File: config.mk
export PLATFORM = sky130hd
export DESIGN_NAME = utf8_text_validator
export DESIGN_NICKNAME = d
export VERILOG_FILES = /design/src/hw/rtl/utf8v_pkg.sv /design/src/hw/rtl/utf8v_step.sv /design/src/hw/rtl/utf8_text_validator.sv
export SDC_FILE = /design/constraint.sdc
export NUM_CORES = 1
export LEC_CHECK = 0
export ABC_AREA = 1
export BUFFER_PORTS_ARGS = -buffer_cell sky130_fd_sc_hd__clkbuf_2
export CORE_MARGIN = 5
export CORE_UTILIZATION = 55
export DETAILED_ROUTE_END_ITERATION = 12
export MAX_ROUTING_LAYER = met4
export PLACE_DENSITY = 0.78
export REMOVE_ABC_BUFFERS = 1
export SLEW_MARGIN = 20
export SYNTH_ARGS = -nofsm -noshare
export SYNTH_HDL_FRONTEND = slang
export SYNTH_SLANG_ARGS = --single-unit
File: constraint.sdc
create_clock -name clk -period 2.9 [get_ports clk]
set_input_delay 0.435 -clock clk [delete_from_list [all_inputs] [get_ports clk]]
set_output_delay 0.435 -clock clk [all_outputs]
set_load 0.1 [all_outputs]
File: src/hw/rtl/utf8v_pkg.sv
`default_nettype none
// ----------------------------------------------------------------------------
// utf8v_pkg
// Shared types and byte constants for the UTF-8 text validator.
// ----------------------------------------------------------------------------
package utf8v_pkg;

  localparam int unsigned CpW = 21;

  // Word kinds carried on tuser
  localparam logic OP_DATA = 1'b0;
  localparam logic OP_EOT  = 1'b1;

  localparam logic [7:0] BYTE_TAB   = 8'h09;
  localparam logic [7:0] BYTE_LF    = 8'h0A;
  localparam logic [7:0] BYTE_CR    = 8'h0D;
  localparam logic [7:0] BYTE_SPACE = 8'h20;
  localparam logic [7:0] BYTE_DEL   = 8'h7F;
  localparam logic [7:0] LEAD2_LO   = 8'hC2;
  localparam logic [7:0] LEAD2_HI   = 8'hDF;
  localparam logic [7:0] LEAD3_LO   = 8'hE0;
  localparam logic [7:0] LEAD3_HI   = 8'hEF;
  localparam logic [7:0] LEAD4_LO   = 8'hF0;
  localparam logic [7:0] LEAD4_HI   = 8'hF4;

  localparam logic [CpW-1:0] CP_MIN3     = 21'h000800;
  localparam logic [CpW-1:0] CP_MIN4     = 21'h010000;
  localparam logic [CpW-1:0] CP_SURR_LO  = 21'h00D800;
  localparam logic [CpW-1:0] CP_SURR_HI  = 21'h00DFFF;
  localparam logic [CpW-1:0] CP_MAX      = 21'h10FFFF;

  typedef struct packed {
    logic [1:0]     bytes_pending;
    logic [1:0]     sequence_length;
    logic [CpW-1:0] code_point_acc;
    logic           error_seen;
  } text_state_t;

endpackage
`default_nettype wire

File: src/hw/rtl/utf8v_step.sv
`default_nettype none
// ----------------------------------------------------------------------------
// utf8v_step
// Next-state logic for one word: lead decode, continuation build-up and
// code point checks, plus the end-of-text verdict.
// ----------------------------------------------------------------------------
module utf8v_step (
  input  wire logic                   allow_newlines,
  input  wire logic                   opcode,
  input  wire logic [7:0]             data_byte,
  input  wire utf8v_pkg::text_state_t state_cur,
  output utf8v_pkg::text_state_t      state_nxt,
  output logic                        has_result,
  output logic                        text_valid
);
  import utf8v_pkg::*;

  logic           ws_ok;
  logic           ascii_ok;
  logic [CpW-1:0] cp_shift;
  logic [1:0]     pend_dec;
  logic           overlong;
  logic           surrogate;
  logic           too_big;

  always_comb begin
    ws_ok    = allow_newlines &&
               (data_byte == BYTE_LF || data_byte == BYTE_CR || data_byte == BYTE_TAB);
    ascii_ok = !((data_byte < BYTE_SPACE || data_byte == BYTE_DEL) && !ws_ok);
    cp_shift = {state_cur.code_point_acc[CpW-7:0], data_byte[5:0]};
    pend_dec = state_cur.bytes_pending - 2'd1;
    overlong = (state_cur.sequence_length == 2'd2 && cp_shift < CP_MIN3) ||
               (state_cur.sequence_length == 2'd3 && cp_shift < CP_MIN4);
    surrogate = (cp_shift >= CP_SURR_LO) && (cp_shift <= CP_SURR_HI);
    too_big   = cp_shift > CP_MAX;

    state_nxt  = state_cur;
    has_result = 1'b0;
    text_valid = !state_cur.error_seen && (state_cur.bytes_pending == 2'd0);

    if (opcode == OP_EOT) begin
      has_result = 1'b1;
      state_nxt  = '0;
    end else if (state_cur.error_seen) begin
      // drop bytes until end of text
      state_nxt = state_cur;
    end else if (state_cur.bytes_pending == 2'd0) begin
      if (data_byte[7] == 1'b0) begin
        if (!ascii_ok) begin
          state_nxt.error_seen = 1'b1;
        end
      end else if (data_byte >= LEAD2_LO && data_byte <= LEAD2_HI) begin
        state_nxt.sequence_length = 2'd1;
        state_nxt.bytes_pending   = 2'd1;
        state_nxt.code_point_acc  = {{(CpW-5){1'b0}}, data_byte[4:0]};
      end else if (data_byte >= LEAD3_LO && data_byte <= LEAD3_HI) begin
        state_nxt.sequence_length = 2'd2;
        state_nxt.bytes_pending   = 2'd2;
        state_nxt.code_point_acc  = {{(CpW-4){1'b0}}, data_byte[3:0]};
      end else if (data_byte >= LEAD4_LO && data_byte <= LEAD4_HI) begin
        state_nxt.sequence_length = 2'd3;
        state_nxt.bytes_pending   = 2'd3;
        state_nxt.code_point_acc  = {{(CpW-3){1'b0}}, data_byte[2:0]};
      end else begin
        state_nxt.error_seen = 1'b1;
      end
    end else if (data_byte[7:6] != 2'b10) begin
      state_nxt.error_seen = 1'b1;
    end else begin
      state_nxt.code_point_acc = cp_shift;
      state_nxt.bytes_pending  = pend_dec;
      if (pend_dec == 2'd0) begin
        // sequence complete: check the finished code point
        if (overlong || surrogate || too_big) begin
          state_nxt.error_seen = 1'b1;
        end
        state_nxt.sequence_length = 2'd0;
        state_nxt.code_point_acc  = '0;
      end
    end
  end

endmodule
`default_nettype wire

File: src/hw/rtl/utf8_text_validator.sv
`default_nettype none
// ----------------------------------------------------------------------------
// utf8_text_validator
// Strict UTF-8 text checker, one byte per word, verdict at end of text.
// ----------------------------------------------------------------------------
// Send the text one byte per word with in_tuser = 0, then one word with
// in_tuser = 1 to mark end of text; that word returns a single out_tdata[0]
// verdict (1 = valid UTF-8 with no control characters) and clears the text
// state. A new word is accepted every clock while nothing stalls:
// a word sits in the input register while the step logic updates the text
// state, and a verdict waits in the output register without blocking data
// bytes behind it. Only an end-of-text word stalls, and only while the
// previous verdict is still unread. Write cfg_wr_data = 1 to accept LF, CR
// and TAB; write it only while no text is in flight.
module utf8_text_validator (
  input  wire logic       clk,
  input  wire logic       rst_n,
  input  wire logic       cfg_wr_en,
  input  wire logic       cfg_wr_data,
  input  wire logic       in_tvalid,
  output logic            in_tready,
  input  wire logic [7:0] in_tdata,   // [7:0] data_byte
  input  wire logic       in_tuser,   // [0] opcode
  output logic            out_tvalid,
  input  wire logic       out_tready,
  output logic [7:0]      out_tdata   // [0] text_valid, [7:1] zero
);
  import utf8v_pkg::*;

  logic        allow_r;
  logic        item_valid_r;
  logic        item_op_r;
  logic [7:0]  item_byte_r;
  text_state_t state_r;
  text_state_t state_nxt;
  logic        out_valid_r;
  logic        out_bit_r;
  logic        has_result;
  logic        verdict;
  logic        stall;
  logic        advance;

  utf8v_step u_step (
    .allow_newlines (allow_r),
    .opcode         (item_op_r),
    .data_byte      (item_byte_r),
    .state_cur      (state_r),
    .state_nxt      (state_nxt),
    .has_result     (has_result),
    .text_valid     (verdict)
  );

  assign stall     = item_valid_r && has_result && out_valid_r && !out_tready;
  assign advance   = item_valid_r && !stall;
  assign in_tready = !item_valid_r || !stall;

  assign out_tvalid = out_valid_r;
  assign out_tdata  = {7'b0, out_bit_r};

  always_ff @(posedge clk) begin
    if (!rst_n) begin
      allow_r <= 1'b0;
    end else if (cfg_wr_en) begin
      allow_r <= cfg_wr_data;
    end
  end

  always_ff @(posedge clk) begin
    if (!rst_n) begin
      item_valid_r <= 1'b0;
    end else if (in_tready) begin
      item_valid_r <= in_tvalid;
    end
  end

  always_ff @(posedge clk) begin
    if (in_tready && in_tvalid) begin
      item_op_r   <= in_tuser;
      item_byte_r <= in_tdata;
    end
  end

  always_ff @(posedge clk) begin
    if (!rst_n) begin
      state_r <= '0;
    end else if (advance) begin
      state_r <= state_nxt;
    end
  end

  always_ff @(posedge clk) begin
    if (!rst_n) begin
      out_valid_r <= 1'b0;
    end else if (advance && has_result) begin
      out_valid_r <= 1'b1;
    end else if (out_tready) begin
      out_valid_r <= 1'b0;
    end
  end

  always_ff @(posedge clk) begin
    if (advance && has_result) begin
      out_bit_r <= verdict;
    end
  end

endmodule
`default_nettype wire
=== After elaboration in Yosys (flattened, before gate mapping) ===
Cells that the tools add are included.
Widths: inputs -> output; s select.

* Magnitude comparators: 12
* Add/subtract/negate cells: 1
* Reductions and logical operators: 33
* Mux-type cells: 19
* Equality and inequality tests: 11

{| class="wikitable"
|+ Operators with widths
! operator !! number
|-
| $mux 25 || 5
|-
| $mux 26 || 3
|-
| $eq 8x4->1 const B || 3
|-
| $ge 8x8->1 const B || 3
|-
| $le 8x8->1 const B || 3
|-
| $mux 24 || 1
|-
| $ge 21x16->1 const B || 1
|-
| $gt 21x21->1 const B || 1
|-
| $le 21x16->1 const B || 1
|-
| $lt 21x12->1 const B || 1
|-
| $lt 21x17->1 const B || 1
|-
| $logic_and 1x1->1 || 15
|-
| $mux 1 || 10
|-
| $eq 8x7->1 const B || 1
|-
| $lt 8x6->1 const B || 1
|-
| $logic_or 1x1->1 || 7
|-
| $reduce_and 6->1 || 1
|-
| $logic_not 1->1 || 5
|-
| $ne 5x5->1 const B || 1
|-
| $reduce_and 5->1 || 1
|-
| $eq 2x2->1 const B || 2
|-
| $logic_not 2->1 || 2
|-
| $ne 2x2->1 const B || 2
|-
| $ne 3x2->1 const B || 1
|-
| other kinds (4) || 4
|}

* Word-level logic and storage cells: 86
* Register bits: 33

=== Depth between registers and ports, before layout ===
* Depth in word-level cells: 11
* Depth in mapped cells: 13
* Depth with buffers taken out: 12

=== Modules after synthesis ===
A second synthesis with hierarchy kept.

* Cell total of the unflattened synthesis: 456
* Area, all modules: 2,987.9 sq um

{| class="wikitable"
|+ Modules (own cells, without submodules)
! module !! instances !! area each (sq um) !! seq. area each (sq um) !! cells an instance
|-
| utf8_text_validator || 1 || 1,795.5 || 880.8 || 207
|-
| utf8v_step || 1 || 1,192.4 || 0.0 || 249
|}

=== Worst setup path before layout ===
No wires, ideal clock.

* Kind: register to register
* Start point: register out_valid_r (netlist: out_tvalid)
* End point: register state_r[25] in the netlist's numbering
* Cell stages (with the launch flop): 11
* Buffers on the path: 2
* Required time: 2.778 ns
* Setup time: 0.122 ns
* Arrival: 2.494 ns
* Slack: 0.284 ns
* Cell sequence: dfxtp_1 > inv_1 > nor2_2 > nand3_2 > nand2_1 > inv_1 > o211a_1 > nand2_2 > buf_6 > buf_6 > a21oi_2

* Cells in the longest elaborated chain, start to end: 5

{| class="wikitable"
|+ RTL lines
! item !! RTL line !! source
|-
| start: declaration || utf8_text_validator.sv:36 || <nowiki>logic out_valid_r;</nowiki>
|-
| start signal: assignment || utf8_text_validator.sv:93 || <nowiki>out_valid_r <= 1'b0;</nowiki>
|-
| start signal: assignment || utf8_text_validator.sv:95 || <nowiki>out_valid_r <= 1'b1;</nowiki>
|-
| start signal: assignment || utf8_text_validator.sv:97 || <nowiki>out_valid_r <= 1'b0;</nowiki>
|-
| $logic_and 1x1->1 (2 in series) || utf8_text_validator.sv:53 || <nowiki>assign stall = item_valid_r && has_result && out_valid_r && !out_tready;</nowiki>
|-
| $logic_not 1->1 || utf8_text_validator.sv:54 || <nowiki>assign advance = item_valid_r && !stall;</nowiki>
|-
| $logic_and 1x1->1 || utf8_text_validator.sv:54 ||
|-
| $reduce_and 5->1 (no source line) || -- ||
|-
| end signal: assignment || utf8_text_validator.sv:87 || <nowiki>state_r <= state_nxt;</nowiki>
|-
| end: declaration || utf8_text_validator.sv:34 || <nowiki>text_state_t state_r;</nowiki>
|}

No other way between the ends.
A chain may end at the register's enable or synchronous reset.

=== Worst setup path in the final report ===
* Start point: register item_op_r
* End point: output in_tready

* Cells in the longest elaborated chain, start to end: 6

{| class="wikitable"
|+ RTL lines
! item !! RTL line !! source
|-
| start: declaration || utf8_text_validator.sv:32 || <nowiki>logic item_op_r;</nowiki>
|-
| start signal: assignment || utf8_text_validator.sv:78 || <nowiki>item_op_r <= in_tuser;</nowiki>
|-
| $mux 1 || utf8v_step.sv:41 || <nowiki>if (opcode == OP_EOT) begin</nowiki>
|-
| $logic_and 1x1->1 (3 in series) || utf8_text_validator.sv:53 ||
|-
| $logic_not 1->1 || utf8_text_validator.sv:55 || <nowiki>assign in_tready = !item_valid_r || !stall;</nowiki>
|-
| $logic_or 1x1->1 || utf8_text_validator.sv:55 ||
|-
| end: declaration || utf8_text_validator.sv:21 || <nowiki>output logic in_tready,</nowiki>
|}

No other way between the ends.

==> key figures <==
Floorplanning
  – Core footprint: 3028 um2
  – Initial Util: about 57%
  – Row count: 20
  – Full die area: about 4400 um2
  – Die Height: approximately 66 um
  – Chip width: about 66 um
  – Num ports: 25

CTS
  – Post-CTS setup buffers: 0
  – Worst-Skew Late Latency: roughly 0.34 ns
  – CTS tree: yes
  – H-tree Lvls: 2
  – Clk buf depth: 2
  – CTS buffer count: 5
  – Clock Pin Slew Worst Setup and Hold Paths: about 0.1 ns
  – PostCTS Resize Cnt: 0
  – Clock Sinks: 33
  – Post-cts hold buffer count: 0
  – Clock Root Buffer: clkbuf_4

Layout
  – Nets: 266
  – Antenna cells: 0
  – Layout cell share with drive strength beyond 1: a little under a fifth
  – # fillers: between 200 and 300
  – Area growth, synth to finish: 6.652%
  – Final cell count without fillers: between 200 and 300

STA
  – RSZ-0062 raised after global routing: no
  – TNS Setup: 0 ns
  – Post-route minimum period: between 1.5 and 2 ns
  – Slew Limit Headroom: 44.68%
  – Slew Limit Fails: 0
  – Final Skew: ~0.013 ns
  – Endpoints failing hold: 0
  – Fin crit share: between 60 and 70%
  – Final-report setup violation count: 0
  – Max Clock Freq: 519.0 MHz
  – Worst-Margin Slew: just over 0.8 ns

Synth
  – Post-synthesis async set-or-reset flop share: 0%
  – Synth Instances: between 200 and 250
  – Most common cell in the netlist: nor2_1
  – Syn avg cell area: approximately 7.4 um2
  – Number of synthesized flops with an enable pin: 10
  – Register area share after synthesis: 43.96%
  – Area leader, netlist: dfxtp_1
  – Synth Register Bits: 33
  – Synthesized area: roughly 1700 um2
  – Synth warn: 0
  – Commonest cells post-synth: nor2_1, nand2_1, inv_1
  – Synth cell types: 26
  – Dominant cells by area after synthesis: dfxtp_1, edfxtp_1, nor2_1
  – Share of the synthesized area in the top cell type: a little over a quarter
  – Ys flop type: dfxtp_1

Drt
  – Total wire length: approximately 2.9 mm
  – TritonRoute pass-1 iters: 4
  – DR vias/cell: 4.757
  – Top Layer Used: met4
  – Vias: between 1000 and 1500
  – DRC violations left: 0
  – Final ANT Viol Nets: 0
  – Wire length on met3: 129 um
  – Met1 wire length: between 1 and 1.5 mm
  – First DRT Iteration DRCs: 43
  – Wire per inst: ~10 um
  – Wire length on met2: ~1.4 mm

Critical path
  – R2R Path Start: item_byte_r[2]
  – CP endpoint kind: output pin
  – Arrival @ worst endpoint: about 1.5 ns
  – Setup CP Type: register to output pin
  – Crit. Startpoint: item_op_r
  – Reg2reg path depth: 10
  – Startpoint types: register
  – Critical Path RT: 2.47 ns
  – Worst reg-to-reg setup slack: ~1.1 ns
  – Critical path peak fanout: 8
  – FF-to-FF End: state_r[1]
  – Setup crit end: in_tready

Placed design
  – Post-Place Cells: around 290
  – Post-DP HPWL: approximately 2.2 mm
  – GP Congestion: around 0.77
  – Port bufs: 17

Outcome
  – Status: completed

GRT
  – Largest net degree at the start of global routing: 30
  – Global-route wire length before repair: 5.388 mm
  – Gr ovfl total: 0
  – Vias in the first global route: 1317
  – Initial antenna violation count: 0
  – All-Layer GR Usage: between 15 and 20%

Hold path
  – Hold depth: 1
  – Hold WC Path Type: primary input to register

Job
  – Maxcap violations: 0

Power
  – Maximum vdd drop: 0.0003593 V
  – PD cells: 528.8 nW/um2
  – Leakage: around 0.00083 uW
## sequential cells by signal (all words and copies together) (netlist names)
name / count
state_r: 20
item_byte_r: 8
allow_r: 1
item_op_r: 1
item_valid_r: 1
out_bit_r: 1
out_tvalid: 1
## stage by stage
step / hold WS, ns / instance area [um2] / setup WS (ns) / utilization (%) / power [uW]
floorplan: 0.4294 / 1652 / 0.07102 / - / 700.7
global placement: 0.4441 / 1792 / 1.019 / 59.17 / 736.8
detailed placement: 0.4596 / 1792 / 0.9676 / 59.17 / 739.9
CTS: 0.2571 / 1846 / 0.9559 / 60.95 / 987.8
global route: 0.2422 / 1846 / 0.8358 / 60.95 / 1041
finish: 0.2710 / 1846 / 0.9733 / 60.95 / 976.0
## metal layers
layer  up-vias  global-route usage, %
li1        758                      -
met5         -                      -
met3         7                  5.272
met1       619                  19.36
met4         0                  6.853
met2        24                  26.02
## cell type report
cell class / instances / area (um2) / share of cell area, %
Clock buffer: 5 / 37.54 / 2.034
Clock inverter: 3 / 16.27 / 0.8814
Inverter: 33 / 123.9 / 6.712
Multi-Input combinational cell: 161 / 767.0 / 41.56
Sequential cell: 33 / 760.7 / 41.22
Tap cell: 44 / 55.05 / 2.983
Timing Repair Buffer: 17 / 85.08 / 4.610
## logic make-up (layout without fill, tap and decap cells)
logic type             after synthesis  count (layout)  share of synthesized area (%)
AO/OA/AOI/OAI                       45              45                          15.69
flip-flops                          33              33                          43.96
other                                1               7                         0.2167
AND/OR/NAND/NOR                    109             109                          27.11
buffers and inverters               47              58                          13.01
## where the power goes
| part | internal, uW | switching (uW) | leakage, uW |
|---|---|---|---|
| Clock | 92.0 | 155 | 0.0000353 |
| Sequential | 509 | 22.3 | 0.000285 |
| Combinational | 54.6 | 143 | 0.000507 |
## critical path: stages (launching register included)
cell and delay (ns):
edfxtp_1 0.54, nand3_2 0.16, clkbuf_2 0.47
## worst min path at each step
stage	start	end	slack (ns)
after floorplan	state_r[5]	state_r[5]	0.43
after global placement	state_r[5]	state_r[5]	0.44
after global routing	in_tdata[0]	item_byte_r[0]	0.24
after CTS	in_tdata[2]	item_byte_r[2]	0.26
after detailed placement	state_r[13]	state_r[13]	0.46
final	in_tdata[2]	item_byte_r[2]	0.27
## cells in the final DEF, fill, tap and decap left out, drive strengths merged
cell,synthesis,routed
a21oi,19,19
a31oi,1,1
clkbuf,1,22
clkinv,0,2
conb,1,7
dfxtp,23,23
edfxtp,10,10
inv,33,34
nand2,42,42
nand3,11,11
nand3b,1,1
nand4,1,1
nor2,51,51
nor3,2,2
o211a,1,1
o211ai,1,1
o21ai,23,23
or2,1,1
Power figures use the tool's default switching activity.
